--- config.mk ---
export PLATFORM = sky130hd
export DESIGN_NAME = beep_pattern_sequencer_top
export DESIGN_NICKNAME = d
export VERILOG_FILES = /design/src/sv/bps_pkg.sv /design/src/sv/beep_pattern_sequencer_top.sv /design/src/sv/bps_cfg.sv /design/src/sv/bps_rem.sv
export SDC_FILE = /design/constraint.sdc
export NUM_CORES = 1
export LEC_CHECK = 0
export BUFFER_PORTS_ARGS = -buffer_cell sky130_fd_sc_hd__buf_2
export CAP_MARGIN = 15
export CORE_ASPECT_RATIO = 0.5
export CORE_MARGIN = 10
export CORE_UTILIZATION = 40
export CTS_BUF_LIST = sky130_fd_sc_hd__clkbuf_2 sky130_fd_sc_hd__clkbuf_4 sky130_fd_sc_hd__clkbuf_8
export DETAILED_ROUTE_END_ITERATION = 10
export GPL_ROUTABILITY_DRIVEN = 0
export PLACE_DENSITY = 0.63
export SYNTH_ARGS = -nofsm -noshare
export SYNTH_HDL_FRONTEND = slang
export SYNTH_HIERARCHICAL = 1
export SYNTH_SLANG_ARGS = --single-unit
--- constraint.sdc ---
create_clock -name aclk -period 4.1 [get_ports aclk]
set_input_delay 0 -clock aclk [delete_from_list [all_inputs] [get_ports aclk]]
set_output_delay 0 -clock aclk [all_outputs]
set_load 0.1 [all_outputs]
--- src/sv/bps_pkg.sv ---
// shared types, register indexes and pattern codes for the beep pattern sequencer
package bps_pkg;

    localparam int TIME_W   = 32;
    localparam int CFG_W    = 16;
    localparam int CFG_IDX_W = 4;
    localparam int PAT_W    = 2;
    localparam int CNT_W    = $clog2(TIME_W);

    // pattern codes, same encoding as the mode input
    localparam logic [PAT_W-1:0] PAT_OFF   = 2'd0;
    localparam logic [PAT_W-1:0] PAT_SLOW  = 2'd1;
    localparam logic [PAT_W-1:0] PAT_FAST  = 2'd2;
    localparam logic [PAT_W-1:0] PAT_FAULT = 2'd3;

    // configuration register indexes
    localparam logic [CFG_IDX_W-1:0] REG_SLOW_PERIOD        = 4'd0;
    localparam logic [CFG_IDX_W-1:0] REG_SLOW_ON_TIME       = 4'd1;
    localparam logic [CFG_IDX_W-1:0] REG_FAST_PERIOD        = 4'd2;
    localparam logic [CFG_IDX_W-1:0] REG_FAST_ON_TIME       = 4'd3;
    localparam logic [CFG_IDX_W-1:0] REG_FAULT_PERIOD       = 4'd4;
    localparam logic [CFG_IDX_W-1:0] REG_FAULT_FIRST_END    = 4'd5;
    localparam logic [CFG_IDX_W-1:0] REG_FAULT_SECOND_START = 4'd6;
    localparam logic [CFG_IDX_W-1:0] REG_FAULT_SECOND_END   = 4'd7;

    // reset values of the timing registers
    localparam logic [CFG_W-1:0] RST_SLOW_PERIOD        = 16'd1000;
    localparam logic [CFG_W-1:0] RST_SLOW_ON_TIME       = 16'd200;
    localparam logic [CFG_W-1:0] RST_FAST_PERIOD        = 16'd250;
    localparam logic [CFG_W-1:0] RST_FAST_ON_TIME       = 16'd100;
    localparam logic [CFG_W-1:0] RST_FAULT_PERIOD       = 16'd2000;
    localparam logic [CFG_W-1:0] RST_FAULT_FIRST_END    = 16'd150;
    localparam logic [CFG_W-1:0] RST_FAULT_SECOND_START = 16'd300;
    localparam logic [CFG_W-1:0] RST_FAULT_SECOND_END   = 16'd450;

    // timing register bank as seen by the sequencer
    typedef struct packed {
        logic [CFG_W-1:0] slow_period;
        logic [CFG_W-1:0] slow_on_time;
        logic [CFG_W-1:0] fast_period;
        logic [CFG_W-1:0] fast_on_time;
        logic [CFG_W-1:0] fault_period;
        logic [CFG_W-1:0] fault_first_end;
        logic [CFG_W-1:0] fault_second_start;
        logic [CFG_W-1:0] fault_second_end;
    } bps_cfg_t;

    // request to the remainder unit
    typedef struct packed {
        logic              start;
        logic [TIME_W-1:0] dividend;
        logic [CFG_W-1:0]  divisor;
    } bps_rem_req_t;

    // answer from the remainder unit
    typedef struct packed {
        logic             busy;
        logic             done;
        logic [CFG_W-1:0] rem;
    } bps_rem_rsp_t;

    // sequencer states
    typedef enum logic [2:0] {
        ST_IDLE = 3'b001,
        ST_DIV  = 3'b010,
        ST_OUT  = 3'b100
    } bps_state_t;

endpackage

--- src/sv/beep_pattern_sequencer_top.sv ---
// beep pattern sequencer: request channel, timing registers and buzzer word out
//
// Each word on the s_ channel requests a pattern (s_mode) at time s_now_ms.
// A pattern different from the held one restarts the pattern clock at that
// time. The m_ channel returns one word per request: m_buzzer_on and the
// pattern now held (m_pattern_in_use).
// Timing registers are written through cfg_valid/cfg_ready/cfg_index/cfg_data
// and should only be changed while no request is in flight; cfg_ready is
// always high, indexes beyond the eight registers are ignored.
// The elapsed time is reduced modulo the period by a bit-serial remainder
// unit in ST_DIV; the buzzer word is then loaded into the output register
// in ST_OUT, which waits until the old word has been taken; off or a zero
// period skips the remainder unit and goes straight to ST_OUT.
// s_ready is high only while the sequencer is idle, so one request is in
// work at a time; the next request is accepted once the previous one has
// been loaded into the output register.
// The result sits in an output register: a new request is accepted while it
// waits, but a finished request is held until m_ready takes the old word.
// Reset (aresetn low, synchronous) restores the timing registers to their
// defaults, drops the held pattern to off with start time 0, empties output.
module beep_pattern_sequencer_top (
    input  logic                          aclk,
    input  logic                          aresetn,
    input  logic                          s_valid,
    output logic                          s_ready,
    input  logic [bps_pkg::PAT_W-1:0]     s_mode,
    input  logic [bps_pkg::TIME_W-1:0]    s_now_ms,
    output logic                          m_valid,
    input  logic                          m_ready,
    output logic                          m_buzzer_on,
    output logic [bps_pkg::PAT_W-1:0]     m_pattern_in_use,
    input  logic                          cfg_valid,
    output logic                          cfg_ready,
    input  logic [bps_pkg::CFG_IDX_W-1:0] cfg_index,
    input  logic [bps_pkg::CFG_W-1:0]     cfg_data
);

    bps_pkg::bps_cfg_t     cfg;
    bps_pkg::bps_rem_req_t rem_req;
    bps_pkg::bps_rem_rsp_t rem_rsp;

    bps_pkg::bps_state_t              state_reg, state_next;
    logic [bps_pkg::PAT_W-1:0]        held_reg, held_next;
    logic [bps_pkg::TIME_W-1:0]       start_reg, start_next;
    logic [bps_pkg::TIME_W-1:0]       t_reg, t_next;
    logic                             m_valid_reg, m_valid_next;
    logic                             m_on_reg, m_on_next;
    logic [bps_pkg::PAT_W-1:0]        m_pat_reg, m_pat_next;

    logic                             s_accept;
    logic                             out_free;
    logic [bps_pkg::TIME_W-1:0]       elapsed;
    logic [bps_pkg::CFG_W-1:0]        period;
    logic [bps_pkg::CFG_W-1:0]        on_time;
    logic                             beep;

    assign cfg_ready = 1'b1;

    bps_cfg u_cfg (
        .aclk     (aclk),
        .aresetn  (aresetn),
        .wr_en    (cfg_valid & cfg_ready),
        .wr_index (cfg_index),
        .wr_data  (cfg_data),
        .cfg      (cfg)
    );

    bps_rem u_rem (
        .aclk    (aclk),
        .aresetn (aresetn),
        .req     (rem_req),
        .rsp     (rem_rsp)
    );

    assign s_ready  = (state_reg == bps_pkg::ST_IDLE);
    assign s_accept = s_valid & s_ready;
    assign out_free = !m_valid_reg || m_ready;

    // elapsed time: a new pattern starts its clock now
    assign elapsed = (s_mode != held_reg) ? '0 : (s_now_ms - start_reg);

    // period of the requested pattern
    always_comb begin
        case (s_mode)
            bps_pkg::PAT_SLOW:  period = cfg.slow_period;
            bps_pkg::PAT_FAST:  period = cfg.fast_period;
            bps_pkg::PAT_FAULT: period = cfg.fault_period;
            default:            period = '0;
        endcase
    end

    // on-time of the held pattern for slow and fast beep
    always_comb begin
        case (held_reg)
            bps_pkg::PAT_SLOW: on_time = cfg.slow_on_time;
            default:           on_time = cfg.fast_on_time;
        endcase
    end

    // buzzer decision from the cycle time
    always_comb begin
        case (held_reg)
            bps_pkg::PAT_SLOW,
            bps_pkg::PAT_FAST:  beep = t_reg < {16'd0, on_time};
            bps_pkg::PAT_FAULT: beep = (t_reg < {16'd0, cfg.fault_first_end}) ||
                                       ((t_reg >= {16'd0, cfg.fault_second_start}) &&
                                        (t_reg < {16'd0, cfg.fault_second_end}));
            default:            beep = 1'b0;
        endcase
    end

    // remainder request on accept of a pattern that needs reduction
    assign rem_req.start    = s_accept && (s_mode != bps_pkg::PAT_OFF) && (period != '0);
    assign rem_req.dividend = elapsed;
    assign rem_req.divisor  = period;

    // sequencer
    always_comb begin
        state_next   = state_reg;
        held_next    = held_reg;
        start_next   = start_reg;
        t_next       = t_reg;
        m_valid_next = m_valid_reg;
        m_on_next    = m_on_reg;
        m_pat_next   = m_pat_reg;
        if (m_valid_reg && m_ready) begin
            m_valid_next = 1'b0;
        end
        case (state_reg)
            bps_pkg::ST_IDLE: begin
                if (s_accept) begin
                    held_next = s_mode;
                    if (s_mode != held_reg) begin
                        start_next = s_now_ms;
                    end
                    t_next = elapsed;
                    if (rem_req.start) begin
                        state_next = bps_pkg::ST_DIV;
                    end else begin
                        state_next = bps_pkg::ST_OUT;
                    end
                end
            end
            bps_pkg::ST_DIV: begin
                if (rem_rsp.done) begin
                    t_next     = {16'd0, rem_rsp.rem};
                    state_next = bps_pkg::ST_OUT;
                end
            end
            bps_pkg::ST_OUT: begin
                if (out_free) begin
                    m_valid_next = 1'b1;
                    m_on_next    = beep;
                    m_pat_next   = held_reg;
                    state_next   = bps_pkg::ST_IDLE;
                end
            end
            default: begin
                state_next = bps_pkg::ST_IDLE;
            end
        endcase
    end

    // control state and held pattern
    always_ff @(posedge aclk) begin
        if (!aresetn) begin
            state_reg   <= bps_pkg::ST_IDLE;
            held_reg    <= bps_pkg::PAT_OFF;
            start_reg   <= '0;
            m_valid_reg <= 1'b0;
        end else begin
            state_reg   <= state_next;
            held_reg    <= held_next;
            start_reg   <= start_next;
            m_valid_reg <= m_valid_next;
        end
    end

    // datapath registers
    always_ff @(posedge aclk) begin
        t_reg     <= t_next;
        m_on_reg  <= m_on_next;
        m_pat_reg <= m_pat_next;
    end

    assign m_valid          = m_valid_reg;
    assign m_buzzer_on      = m_on_reg;
    assign m_pattern_in_use = m_pat_reg;

`ifndef SYNTHESIS
    // the remainder unit only answers while the sequencer waits for it
    a_done_in_div: assert property (@(posedge aclk) disable iff (!aresetn)
        rem_rsp.done |-> (state_reg == bps_pkg::ST_DIV))
        else $error("remainder done outside of division state");

    // the remainder unit is free whenever a new request can be taken
    a_rem_free: assert property (@(posedge aclk) disable iff (!aresetn)
        (state_reg == bps_pkg::ST_IDLE) |-> !rem_rsp.busy)
        else $error("remainder unit busy while sequencer idle");

    // an accepted request always leaves the idle state
    a_accept_busy: assert property (@(posedge aclk) disable iff (!aresetn)
        s_accept |=> (state_reg != bps_pkg::ST_IDLE))
        else $error("sequencer stayed idle after accept");

    // a finished request lands in the output register and frees the input
    a_out_load: assert property (@(posedge aclk) disable iff (!aresetn)
        (state_reg == bps_pkg::ST_OUT && out_free) |=>
            (m_valid_reg && state_reg == bps_pkg::ST_IDLE))
        else $error("result not loaded into output register");

    // the off pattern never sounds
    a_off_silent: assert property (@(posedge aclk) disable iff (!aresetn)
        (m_valid && m_pattern_in_use == bps_pkg::PAT_OFF) |-> !m_buzzer_on)
        else $error("buzzer on while pattern is off");
`endif

endmodule

--- src/sv/bps_cfg.sv ---
// timing register bank written through the configuration channel
module bps_cfg (
    input  logic                          aclk,
    input  logic                          aresetn,
    input  logic                          wr_en,
    input  logic [bps_pkg::CFG_IDX_W-1:0] wr_index,
    input  logic [bps_pkg::CFG_W-1:0]     wr_data,
    output bps_pkg::bps_cfg_t             cfg
);

    bps_pkg::bps_cfg_t cfg_reg;
    bps_pkg::bps_cfg_t cfg_next;

    // decode the write, indexes beyond the bank are dropped
    always_comb begin
        cfg_next = cfg_reg;
        if (wr_en) begin
            case (wr_index)
                bps_pkg::REG_SLOW_PERIOD:        cfg_next.slow_period        = wr_data;
                bps_pkg::REG_SLOW_ON_TIME:       cfg_next.slow_on_time       = wr_data;
                bps_pkg::REG_FAST_PERIOD:        cfg_next.fast_period        = wr_data;
                bps_pkg::REG_FAST_ON_TIME:       cfg_next.fast_on_time       = wr_data;
                bps_pkg::REG_FAULT_PERIOD:       cfg_next.fault_period       = wr_data;
                bps_pkg::REG_FAULT_FIRST_END:    cfg_next.fault_first_end    = wr_data;
                bps_pkg::REG_FAULT_SECOND_START: cfg_next.fault_second_start = wr_data;
                bps_pkg::REG_FAULT_SECOND_END:   cfg_next.fault_second_end   = wr_data;
                default: ;
            endcase
        end
    end

    // register bank with its reset values
    always_ff @(posedge aclk) begin
        if (!aresetn) begin
            cfg_reg.slow_period        <= bps_pkg::RST_SLOW_PERIOD;
            cfg_reg.slow_on_time       <= bps_pkg::RST_SLOW_ON_TIME;
            cfg_reg.fast_period        <= bps_pkg::RST_FAST_PERIOD;
            cfg_reg.fast_on_time       <= bps_pkg::RST_FAST_ON_TIME;
            cfg_reg.fault_period       <= bps_pkg::RST_FAULT_PERIOD;
            cfg_reg.fault_first_end    <= bps_pkg::RST_FAULT_FIRST_END;
            cfg_reg.fault_second_start <= bps_pkg::RST_FAULT_SECOND_START;
            cfg_reg.fault_second_end   <= bps_pkg::RST_FAULT_SECOND_END;
        end else begin
            cfg_reg <= cfg_next;
        end
    end

    assign cfg = cfg_reg;

endmodule

--- src/sv/bps_rem.sv ---
// bit-serial restoring remainder unit, one dividend bit per cycle
module bps_rem (
    input  logic                  aclk,
    input  logic                  aresetn,
    input  bps_pkg::bps_rem_req_t req,
    output bps_pkg::bps_rem_rsp_t rsp
);

    logic                        busy_reg,  busy_next;
    logic                        done_reg,  done_next;
    logic [bps_pkg::CNT_W-1:0]   cnt_reg,   cnt_next;
    logic [bps_pkg::TIME_W-1:0]  dvd_reg,   dvd_next;
    logic [bps_pkg::CFG_W-1:0]   dvs_reg,   dvs_next;
    logic [bps_pkg::CFG_W-1:0]   rem_reg,   rem_next;
    logic [bps_pkg::CFG_W:0]     trial;
    logic [bps_pkg::CFG_W:0]     diff;

    // shift in the next dividend bit and try one subtract
    assign trial = {rem_reg, dvd_reg[bps_pkg::TIME_W-1]};
    assign diff  = trial - {1'b0, dvs_reg};

    always_comb begin
        busy_next = busy_reg;
        done_next = 1'b0;
        cnt_next  = cnt_reg;
        dvd_next  = dvd_reg;
        dvs_next  = dvs_reg;
        rem_next  = rem_reg;
        if (busy_reg) begin
            dvd_next = {dvd_reg[bps_pkg::TIME_W-2:0], 1'b0};
            // partial remainder stays below the divisor, so 16 bits hold it
            if (trial >= {1'b0, dvs_reg}) begin
                rem_next = diff[bps_pkg::CFG_W-1:0];
            end else begin
                rem_next = trial[bps_pkg::CFG_W-1:0];
            end
            cnt_next = cnt_reg - bps_pkg::CNT_W'(1);
            if (cnt_reg == '0) begin
                busy_next = 1'b0;
                done_next = 1'b1;
            end
        end else if (req.start) begin
            busy_next = 1'b1;
            cnt_next  = bps_pkg::CNT_W'(bps_pkg::TIME_W - 1);
            dvd_next  = req.dividend;
            dvs_next  = req.divisor;
            rem_next  = '0;
        end
    end

    // control state resets, datapath does not
    always_ff @(posedge aclk) begin
        if (!aresetn) begin
            busy_reg <= 1'b0;
            done_reg <= 1'b0;
        end else begin
            busy_reg <= busy_next;
            done_reg <= done_next;
        end
    end

    always_ff @(posedge aclk) begin
        cnt_reg <= cnt_next;
        dvd_reg <= dvd_next;
        dvs_reg <= dvs_next;
        rem_reg <= rem_next;
    end

    assign rsp.busy = busy_reg;
    assign rsp.done = done_reg;
    assign rsp.rem  = rem_reg;

endmodule

# Yosys cells after proc, flatten, opt, wreduce, memory -nomap -nowiden
# Cells that the tools add are included.
dict set report word_totals {
  register_bits 272
  latch_bits 0
  ramBits 0
  rom_bits 0
  in_bits 59
  output_inout_bits 6
  word_cells 107
  mem_count 0
}
dict set report classes {
  addsub 3
  n_mul 0
  div_mod_pow 0
  order_cmp 5
  eq_ne 20
  shifts 0
  mux 26
  bitwise_logic 2
  n_reduce_logical 29
}
# operator count
set op_table {}
lappend op_table {{2-to-1 mux 32 bit} 5}
lappend op_table {{less-than comparator 32 x 16 -> 1 bit} 3}
lappend op_table {{2-to-1 mux 16 bit} 4}
lappend op_table {{one-hot mux 32 bit (2 select lines)} 1}
lappend op_table {{one-hot mux 16 bit (3 select lines)} 1}
lappend op_table {{greater-or-equal comparator 32 x 16 -> 1 bit} 1}
lappend op_table {{subtractor 32 bit} 1}
lappend op_table {{AND reduction 2 bit} 12}
lappend op_table {{greater-or-equal comparator 17 x 16 -> 1 bit} 1}
lappend op_table {{== test 4 x 3 -> 1 bit (second input constant)} 4}
lappend op_table {{nonzero test 16 bit} 1}
lappend op_table {{subtractor 16 bit} 1}
lappend op_table {{2-to-1 mux 3 bit} 4}
lappend op_table {{2-to-1 mux 5 bit} 2}
lappend op_table {{one-hot mux 3 bit (3 select lines)} 1}
lappend op_table {{AND reduction 3 bit} 3}
lappend op_table {{== test 2 bit (second input constant)} 4}
lappend op_table {{== test 4 x 2 -> 1 bit (second input constant)} 2}
lappend op_table {{2-to-1 mux 1 bit} 7}
lappend op_table {{nonzero test 2 bit} 3}
lappend op_table {{zero test 5 bit} 1}
lappend op_table {{subtractor 5 x 1 -> 5 bit (second input constant)} 1}
lappend op_table {{== test 2 x 1 -> 1 bit (second input constant)} 2}
lappend op_table {{== test 4 x 1 -> 1 bit (second input constant)} 1}
lappend op_table {{14 further kinds} 19}

# Depth between registers and ports, before layout
# Gate-level depths: netlist of run 1.
dict set report logic_depth {
  ltp_word 7
  ltp_mapped 13
  ltp_nobuf 13
}

# Modules after synthesis
# The synthesis of run 1 kept the hierarchy.
# mod instances cells_per_inst area_per_inst_um2 seq_area_each_um2
set modules_own_cells {}
lappend modules_own_cells {beep_pattern_sequencer_top 1 835 6810.3 1811.7}
lappend modules_own_cells {bps_cfg 1 484 4855.9 2562.5}
lappend modules_own_cells {bps_rem 1 321 3751.1 2102.0}

# Worst setup path after synthesis of run 1
# Ideal clock, no wire load.
dict set report synth_timing {
  kind {register to register}
  startpoint {register held_reg[0] in the netlist's numbering}
  endpoint {register m_on_reg (netlist: m_buzzer_on), data pin}
  setup_ns 0.271
  t_arrival_ns 2.413
  required_time_ns 3.829
  slack_ns 1.416
  path_stages_with_launch 12
  path_buffers 2
  synth_period_minus_slack_ns 2.684
  cell_sequence {dfxtp_1 > ha_1 > clkbuf_1 > clkbuf_1 > mux2i_1 > ha_1 > and4_1 > o211ai_1 > nand4_1 > nand4_1 > nand4_1 > o221ai_1}
}
dict set report synth_via {
  elab_chain_len 4
  elab_cells_between_ends 7
  classes_between {order compare (1); eq/ne (3); mux (2); reduce/logical (1)}
}
# element line_no
set synth_lines {}
lappend synth_lines {{from (decl)} beep_pattern_sequencer_top.sv:43} ;# logic [bps_pkg::PAT_W-1:0] held_reg, held_next;
lappend synth_lines {{from (signal assigned)} beep_pattern_sequencer_top.sv:168} ;# held_reg <= bps_pkg::PAT_OFF;
lappend synth_lines {{from (signal assigned)} beep_pattern_sequencer_top.sv:173} ;# held_reg <= held_next;
lappend synth_lines {{== test 2 x 1 -> 1 bit} {beep_pattern_sequencer_top.sv:94, beep_pattern_sequencer_top.sv:102}}
lappend synth_lines {{2-to-1 mux 16 bit} beep_pattern_sequencer_top.sv:94} ;# case (held_reg)
lappend synth_lines {{less-than comparator 32 x 16 -> 1 bit} beep_pattern_sequencer_top.sv:104} ;# bps_pkg::PAT_FAST: beep = t_reg < {16'd0, on_time};
lappend synth_lines {{one-hot mux 1 bit (2 select lines) (*)} beep_pattern_sequencer_top.sv:102} ;# case (held_reg)
lappend synth_lines {{net beep} beep_pattern_sequencer_top.sv:55} ;# logic beep;
lappend synth_lines {{to (signal assigned)} beep_pattern_sequencer_top.sv:182} ;# m_on_reg <= m_on_next;
lappend synth_lines {{to (decl)} beep_pattern_sequencer_top.sv:47} ;# logic m_on_reg, m_on_next;
# The timed path passes the listed nets; every way through them passes the cells marked *.
# A chain may end at the register's enable or synchronous reset.

==> results of run 1 <==
final timing paths:
| path | startpoint | to | slack (ns) | depth (start not counted) |
|---|---|---|---|---|
| setup / recovery | s_mode[0] | u_rem/dvd_reg[14] | 0.92 | 11 |
| hold / removal | cfg_data[14] | u_cfg/cfg[62] | 0.04 | 3 |
| hold reg to reg | start_reg[28] | start_reg[28] | 0.46 | 2 |
| setup reg to reg | held_reg[0] | m_buzzer_on | 1.07 | 10 |
per-layer routing:
| metal | share of wire, % | GRT usage [%] | up-vias |
|---|---|---|---|
| met2 | 45 | 27.0 | 298 |
| met4 | 1.6 | 3.84 | 0 |
| met1 | 48 | 23.5 | 5777 |
| met3 | 5.7 | 3.25 | 41 |
| li1 | - | - | 6005 |
| met5 | 0 | 0 | - |
placed cells by master (no fill, tap or decap), types with 46 or more instances in the layout:
master / n
inv_1: 114
dfxtp_1: 169
a21oi_1: 100
ha_1: 112
mux2i_1: 123
nor2_1: 76
dlygate4sd3_1: 66
o21ai_0: 53
nand2_1: 253
edfxtp_1: 103
buf_2: 62
a22o_1: 46
power by group through the flow:
stage	Combinational, mW	Sequential, mW	Clock [mW]
floorplan	1.09	3.14	0
global placement	1.46	3.19	0
detailed placement	1.47	3.19	0
CTS	1.52	3.13	2.44
global route	1.71	3.15	2.57
finish	1.53	3.14	2.39
cell type report:
class	count	area, sq um
Clock inverter	24	215
Clock buffer	50	638
Inverter	114	428
Fill cell	3666	20100
Multi-Input combinational cell	1176	8110
Timing Repair Buffer	145	1100
Sequential cell	272	6480
Tap cell	520	651
worst reg2reg max path, delay by kind of cell (launching register included):
family / cells / cell delay (ns)
AO/OA/AOI/OAI: 3 / 0.50
adder cells (fa/ha/maj): 2 / 0.88
buffers and inverters: 1 / 0.33
flip-flops: 1 / 0.52
multiplexers: 1 / 0.21
AND/OR/NAND/NOR: 3 / 0.39
timing repair:
action,CTS,global route
hold endpoints to repair,129,0
setup endpoints to repair,0,0
hold buffers,66,0
stage by stage:
stage               total power, mW  worst slack, ns  hold slack, ns  utilization, %
floorplan                      4.23             1.42           0.116               -
global placement               4.65             1.01           0.259            42.7
detailed placement             4.65            0.899           0.260            42.7
CTS                            7.09            0.952          0.0152            46.7
global route                   7.43            0.753          0.0191            46.7
finish                         7.05            0.920          0.0412            46.7
==> metrics, run 1 <==
max_cap viols 0; Max clock buf depth 3; crit-path most repeated cell buf_4; Synth Area per Inst 9.40 sq um; initial drt markers 1045; RSZ-0062 raised after global routing no; combinational power share 21.7%; critical path peak fanout 33; Routed Antenna Nets 0; post-cts repair resize count 0; antenna violations before repair 0; drc violations 0; Max VDD drop 0.000194 V; setup tns final 0 ns; Hold Crit Class in -> reg; Synth warnings 6; Rows 50; Cell Area, Synth 15400 sq um; Worst Path Buf+Inv 5; final number of setup-violating endpoints 0; layout cells sized above 1 10.8%; GRT overflow 0; crit path capture type flop; sw power 2.22 mW; Worst Skew 0.0437 ns; H-tree Lvls 2; clk sinks 272; Num CTS Buffers 40; Max Fclk 0.315 GHz; WS Path Type in -> reg; leakage 7.38 nW; maximum single-stage delay on the critical path 0.64 ns; number of antenna diodes 0; Slew Viols, Final 0; Max-slew headroom 36.6%; Internal 4.83 mW; status finished clean; Mapped Cells 1639; largest net degree at the start of global routing 90; fin crit period 3.18 ns; Total GRT Usage 17.0%; WL final 41400 microns; IO Port Bufs 63; Wirelength per Cell 18.0 microns; clock network power share 33.9%; delay-heaviest family, CP buffers and inverters; core area 37700 sq um; Flop pwr share 44.5%; Initial Util 40.8%; Final nets 1922; postcts setup bufs 0; Finished Cell Area 17600 sq um; CTS tree built; clock-pin transition on the worst setup and hold timing paths 0.07 ns; Slew @ Worst Pin 0.951 ns; final critical-path share of the clock period 77.6%; TritonRoute pass-1 iters 5; final non-filler cell total 2301; required time of the critical path 4.40 ns; routed via count 12100; Vias/cell 5.27; Post-DP HPWL 29400 microns; Die Area 47300 sq um; first-pass GRT wire length 65900 microns; worst skew pair latency 0.60 ns; Ports 65; switching share of total power 31.5%; number of global-route vias before repair 11800; slowest CP cell or2_2; Post-Place Cell Area 16100 sq um; Mapped Nets 1812; height of the die 159 microns; power density of the placed cells 400 nW/um^2; CP arrival 3.48 ns; Largest register FFs 128; final hold violation count 0; CP cell instances dlygate4sd3_1 -> buf_2 -> buf_4 -> mux2_2 -> a22o_1 -> nor4_1 -> nand4_1 -> o211ai_2 -> inv_1 -> or2_2 -> buf_4; root buf cell clkbuf_8; Startpoint Class input port; DP Cell Count 2161; Layout Area Growth over Synthesis 14.3%; Die X 298 microns
(Power assumes the default switching activity.)
==> run 2, diff against run 1 <==
- ABC_AREA: not set -> 1
- PLACE_DENSITY: 0.63 -> 0.65
- clock period: 4.1 -> 2.85 ns (I/O delays scaled with it)
==> metrics, run 2 <==
Max VDD drop 0.000350 V (was 0.000194 V); fill count 4001 (was 3666); final critical-path share of the clock period 86.3%; Wirelength per Cell 15.3 microns (was 18.0 microns); Cell Area, Synth 16300 sq um (was 15400 sq um); Rows 52 (was 50); Routed Antenna Nets 0 (unchanged); first-pass GRT wire length 71300 microns (was 65900 microns); Slew @ Worst Pin 0.762 ns (was 0.951 ns); worst setup margin 0.390 ns (was 0.920 ns); combinational power share 34.7% (was 21.7%); clk sinks 272 (unchanged); Ports 65 (unchanged); root buf cell clkbuf_8 (unchanged); Largest register FFs 128 (unchanged); IO Port Bufs 63 (unchanged); clock-pin transition on the worst setup and hold timing paths 0.06 ns (was 0.07 ns); Final nets 2525 (was 1922); CP arrival 2.79 ns (was 3.48 ns); Max-slew headroom 49.2% (was 36.6%); Num CTS Buffers 43 (was 40); CTS tree built (unchanged); most common cell after layout, fill and taps aside nand2_1 (unchanged); number of global-route vias before repair 13600 (was 11800); required time of the critical path 3.18 ns (was 4.40 ns); largest net degree at the start of global routing 71 (was 90); setup tns final 0 ns (unchanged); Post-DP HPWL 32400 microns (was 29400 microns); final number of setup-violating endpoints 0 (unchanged); drc violations 0 (unchanged); crit path launch start_reg[0] (was s_mode[0]); antenna violations before repair 0 (unchanged); Flop pwr share 37.8% (was 44.5%); Place WS 0.287 ns (was 0.899 ns); Hold Crit Class in -> reg (unchanged); WL final 44700 microns (was 41400 microns); slowest CP cell fa_1 (was or2_2); multi-input logic area 8310 sq um (was 8110 sq um); layout cells sized above 1 10.5% (was 10.8%); FF/Latch Area 6480 sq um (about the same); Max clock buf depth 3 (unchanged); max_cap viols 0 (unchanged); height of the die 163 microns (was 159 microns); final hold violation count 0 (unchanged); initial drt markers 1173 (was 1045); Slew Viols, Final 0 (unchanged); Critical R2R Launch start_reg[0] (was held_reg[0]); power density of the placed cells 737 nW/um^2 (was 400 nW/um^2); Startpoint Class flop (was input port); Worst Skew 0.0569 ns (was 0.0437 ns); critical path peak fanout 4 (was 33); switching share of total power 37.9% (was 31.5%); H-tree Lvls 2 (unchanged); Max Fclk 0.406 GHz; Layout Area Growth over Synthesis 15.1% (was 14.3%); crit path capture type flop (unchanged); sw power 5.23 mW (was 2.22 mW); Synth Area per Inst 7.30 sq um (was 9.40 sq um); Vias/cell 4.94 (was 5.27); WS Path Type reg -> reg (was in -> reg); Worst Path Buf+Inv 2 (was 5); Die Area 49600 sq um (was 47300 sq um); leakage 8.72 nW (was 7.38 nW); CP cell instances ha_1 -> inv_1 -> fa_1 -> nand3_1 -> and2_4 -> o21ai_2 -> nand2_1 -> nand2_1 -> a21oi_1 -> nand2_1 -> nand3_1 -> inv_1 -> a22o_1 (was dlygate4sd3_1 -> buf_2 -> buf_4 -> mux2_2 -> a22o_1 -> nor4_1 -> nand4_1 -> o211ai_2 -> inv_1 -> or2_2 -> buf_4); number of antenna diodes 0 (unchanged); GRT overflow 0 (unchanged); fin crit period 2.46 ns; clock network power share 27.5% (was 33.9%); Total GRT Usage 17.5% (was 17.0%); Finished Cell Area 18700 sq um (was 17600 sq um); delay-heaviest family, CP simple AND/OR/NAND/NOR gates (was buffers and inverters); Post-Place Cell Area 17100 sq um (was 16100 sq um); Mapped Nets 2400 (was 1812); min-delay src s_valid (was cfg_data[14]); core area 40300 sq um (was 37700 sq um); Initial Util 40.4% (was 40.8%); TritonRoute pass-1 iters 5 (unchanged); Internal 8.57 mW (was 4.83 mW); worst skew pair latency 0.63 ns (was 0.60 ns); routed via count 14400 (was 12100); RSZ-0062 raised after global routing no (unchanged); Die X 305 microns (was 298 microns); status finished clean (unchanged); Synth warnings 6 (unchanged); most frequent cells in the layout 627 x nand2_1, 340 x nor2_1, 276 x inv_1 (was 253 x nand2_1, 169 x dfxtp_1, 123 x mux2i_1); crit-path most repeated cell nand2_1 (was buf_4); maximum single-stage delay on the critical path 0.43 ns (was 0.64 ns); Mapped Cells 2227 (was 1639)
==> run 2: per-stage QoR <==
stage | power (mW) | cells | utilization [%] | hold WS, ns
global placement | 9.88 | 2779 | 42.4 | 0.262
detailed placement | 9.96 | 2779 | 42.4 | 0.265
finish | 13.8 | 2927 | 46.5 | 0.101
global route | 14.7 | 2927 | 46.5 | 0.173
floorplan | 8.61 | 2227 | - | 0.113
CTS | 13.9 | 2927 | 46.5 | 0.0683
==> run 2: final timing paths <==
path	endpoint	slack (ns)	depth (start not counted)
min reg2reg	start_reg[23]	0.46	2
max	u_rem/dvd_reg[22]	0.39	13
min	state_reg[2]	0.10	8
max reg2reg	u_rem/dvd_reg[22]	0.39	13
==> run 2: layout make-up <==
cell class	instances	share of cell area, %
inverter	288	5.77
multi-input combinational	1593	44.4
tap	540	3.61
sequential	272	34.6
timing repair buffer	154	6.46
clock inverter	14	0.909
clock buffer	66	4.28
==> run 2: per-layer routing <==
metal	GRT usage [%]	up-vias	part of all wire (%)
met2	30.1	429	46
met4	5.06	0	2.3
met5	0	-	0
li1	-	7377	-
met1	22.1	6563	45
met3	3.24	77	6.5
==> run 2: tightest hold or removal path, stage by stage <==
cell,delay [ns]
buf_2,0.09
inv_1,0.14
nor2_4,0.08
inv_2,0.08
a21oi_1,0.05
nand2_2,0.08
a21oi_1,0.06
nor2_1,0.08
==> run 2: power groups by stage <==
stage          logic, mW  clock network (mW)  registers [mW]
3_3_place_gp        4.59                   0            5.28
3_5_place_dp        4.67                   0            5.29
6_report            4.78                3.80            5.22
2_1_floorplan       3.51                   0            5.10
5_1_grt             5.41                4.06            5.27
4_1_cts             4.77                3.87            5.21
==> run 2: what timing repair did <==
item,CTS,global route
resized for setup,0,1
hold buffers,68,0
setup endpoints to repair,0,1
hold endpoints to repair,172,0
buffers inserted,0,0
==> run 3, diff against run 2 <==
- CELL_PAD_IN_SITES_DETAIL_PLACEMENT: not set -> 1
- CELL_PAD_IN_SITES_GLOBAL_PLACEMENT: not set -> 1
- PLACE_DENSITY: 0.65 -> 0.81
==> metrics, run 3 (synthesis results as in run 2) <==
status finished clean (unchanged); core area 40300 sq um (unchanged); Wirelength per Cell 18.2 microns (was 15.3 microns); final number of setup-violating endpoints 0 (unchanged); Register-to-Register Path Depth 12 (was 13); leakage 8.61 nW (was 8.72 nW); fin crit period 2.66 ns (was 2.46 ns); Slew Viols, Final 0 (unchanged); Hold Crit Depth 6 (was 8); Die X 305 microns (unchanged); power density of the placed cells 753 nW/um^2 (was 737 nW/um^2); hold_ws 0.108 ns (was 0.101 ns); DP Cell Count 2773 (was 2779); Die Area 49600 sq um (unchanged); WL final 53000 microns (was 44700 microns); Max-slew headroom 45.8% (was 49.2%); R2R Setup Slk 0.19 ns (was 0.39 ns); CP arrival 2.99 ns (was 2.79 ns); antenna violations before repair 2 (was 0); post-cts repair resize count 0 (unchanged); drc violations 0 (unchanged); Num CTS Buffers 44 (was 43); max_cap viols 0 (unchanged); Ports 65 (unchanged); height of the die 163 microns (unchanged); clk sinks 272 (unchanged); number of global-route vias before repair 15900 (was 13600); maximum single-stage delay on the critical path 0.47 ns (was 0.43 ns); Startpoint Class flop (unchanged); H-tree Lvls 2 (unchanged); routed via count 15100 (was 14400); Initial Util 40.4% (unchanged); final non-filler cell total 2914 (was 2927); Post-DP HPWL 37700 microns (was 32400 microns); initial drt markers 900 (was 1173); most common cell after layout, fill and taps aside nand2_1 (unchanged); Max clock buf depth 3 (unchanged); min-delay src s_valid (unchanged); root buf cell clkbuf_8 (unchanged); Worst Hold End start_reg[0] (was state_reg[2]); RSZ-0062 raised after global routing no (unchanged); Hold Crit Class in -> reg (unchanged); Layout Area Growth over Synthesis 14.1% (was 15.1%); GRT overflow 0 (unchanged); Worst Skew 0.0554 ns (was 0.0569 ns); reg-to-reg endpoint u_rem/dvd_reg[14] (was u_rem/dvd_reg[22]); most frequent cells in the layout 627 x nand2_1, 340 x nor2_1, 276 x inv_1 (unchanged); final hold violation count 0 (unchanged); Total GRT Usage 21.0% (was 17.5%); Vias/cell 5.19 (was 4.94); final critical-path share of the clock period 93.4% (was 86.3%); Final nets 2512 (was 2525); worst skew pair latency 0.62 ns (was 0.63 ns); CP cell instances ha_1 -> inv_1 -> fa_1 -> nand3_1 -> and2_4 -> o21ai_2 -> nand2_1 -> nand2_1 -> or2_2 -> nand3_1 -> inv_1 -> a22o_1 (was ha_1 -> inv_1 -> fa_1 -> nand3_1 -> and2_4 -> o21ai_2 -> nand2_1 -> nand2_1 -> a21oi_1 -> nand2_1 -> nand3_1 -> inv_1 -> a22o_1); Routed Antenna Nets 0 (unchanged); crit path capture type flop (unchanged); Largest register FFs 128 (unchanged); Metal-1 WL 22800 microns (was 20000 microns); Max VDD drop 0.000342 V (was 0.000350 V); CTS tree built (unchanged); Max Fclk 0.376 GHz (was 0.406 GHz); cts hold-fix bufs 60 (was 68); WS Path Type reg -> reg (unchanged); first-pass GRT wire length 85000 microns (was 71300 microns); required time of the critical path 3.18 ns (about the same); Slew @ Worst Pin 0.811 ns (was 0.762 ns); IO Port Bufs 63 (unchanged); postcts setup bufs 0 (unchanged); Met2 Wirelength 26000 microns (was 20700 microns); utilization after layout 46.1% (was 46.5%); largest net degree at the start of global routing 63 (was 71); layout cells sized above 1 9.90% (was 10.5%); setup tns final 0 ns (unchanged); DR top layer met5 (was met4); total power draw 14.0 mW (was 13.8 mW); met3 wire length 2740 microns (was 2920 microns); Rows 52 (unchanged); TritonRoute pass-1 iters 7 (was 5); critical path peak fanout 4 (unchanged); Critical R2R Launch start_reg[0] (unchanged); slowest CP cell fa_1 (unchanged); clock-pin transition on the worst setup and hold timing paths 0.07 ns (was 0.06 ns)
-- run 3: cell types whose count changed in the layout (fill, tap and decap cells not counted), sizes merged --
cell and change:
buf -6, clkinv +10, dlygate4sd3 -8, diode +1, clkbuf -8, inv -3
clkinvlp +1
-- run 3: worst max-delay path: cells and delay by family (launching register included) --
| kind | cells | cell delay, ns |
|---|---|---|
| adder cells (fa/ha/maj) | 2 | 0.69 |
| AND/OR/NAND/NOR | 6 | 0.89 |
| buffers and inverters | 2 | 0.17 |
| flip-flops | 1 | 0.37 |
| AO/OA/AOI/OAI | 2 | 0.29 |
-- run 3: where the power goes --
group / leakage [nW] / internal [mW] / switching (mW) / total, mW
combinational: 5.75 / 1.67 / 3.31 / 4.98
clock: 0.485 / 1.99 / 1.74 / 3.74
sequential: 2.38 / 4.79 / 0.482 / 5.27
total: 8.61 / 8.45 / 5.53 / 14.0
-- run 3: worst max path at each step --
stage | start | end | slack (ns) | depth (start not counted)
global route | start_reg[0] | u_rem/dvd_reg[22] | 0.04 | 13
CTS | start_reg[0] | u_rem/dvd_reg[14] | 0.33 | 12
finish | start_reg[0] | u_rem/dvd_reg[14] | 0.19 | 12
global placement | start_reg[0] | u_rem/dvd_reg[14] | 0.45 | 12
detailed placement | start_reg[0] | u_rem/dvd_reg[22] | 0.36 | 13
floorplan | state_reg[0] | u_rem/dvs_reg[0] | -0.007 | 11
-- run 3: layout make-up --
cell class	count	area [sq um]
Clock inverter	22	189
Antenna cell	1	2.50
Timing Repair Buffer	140	1080
Inverter	288	1080
Multi-Input combinational cell	1593	8310
Fill cell	5059	21700
Clock buffer	58	748
Sequential cell	272	6480
Tap cell	540	676
-- run 3: per-stage QoR --
stage / instance area (sq um) / worst slack (ns)
2_1_floorplan: 16300 / -0.00734
3_3_place_gp: 17000 / 0.453
3_5_place_dp: 17000 / 0.356
4_1_cts: 18600 / 0.332
5_1_grt: 18600 / 0.0424
6_report: 18600 / 0.189
-- run 3: layer usage --
| layer | vias to the layer above | track usage (%) |
|---|---|---|
| met5 | - | 0 |
| met4 | 2 | 6.52 |
| met3 | 104 | 3.42 |
| met2 | 337 | 37.8 |
| met1 | 7303 | 25.5 |
| li1 | 7364 | - |
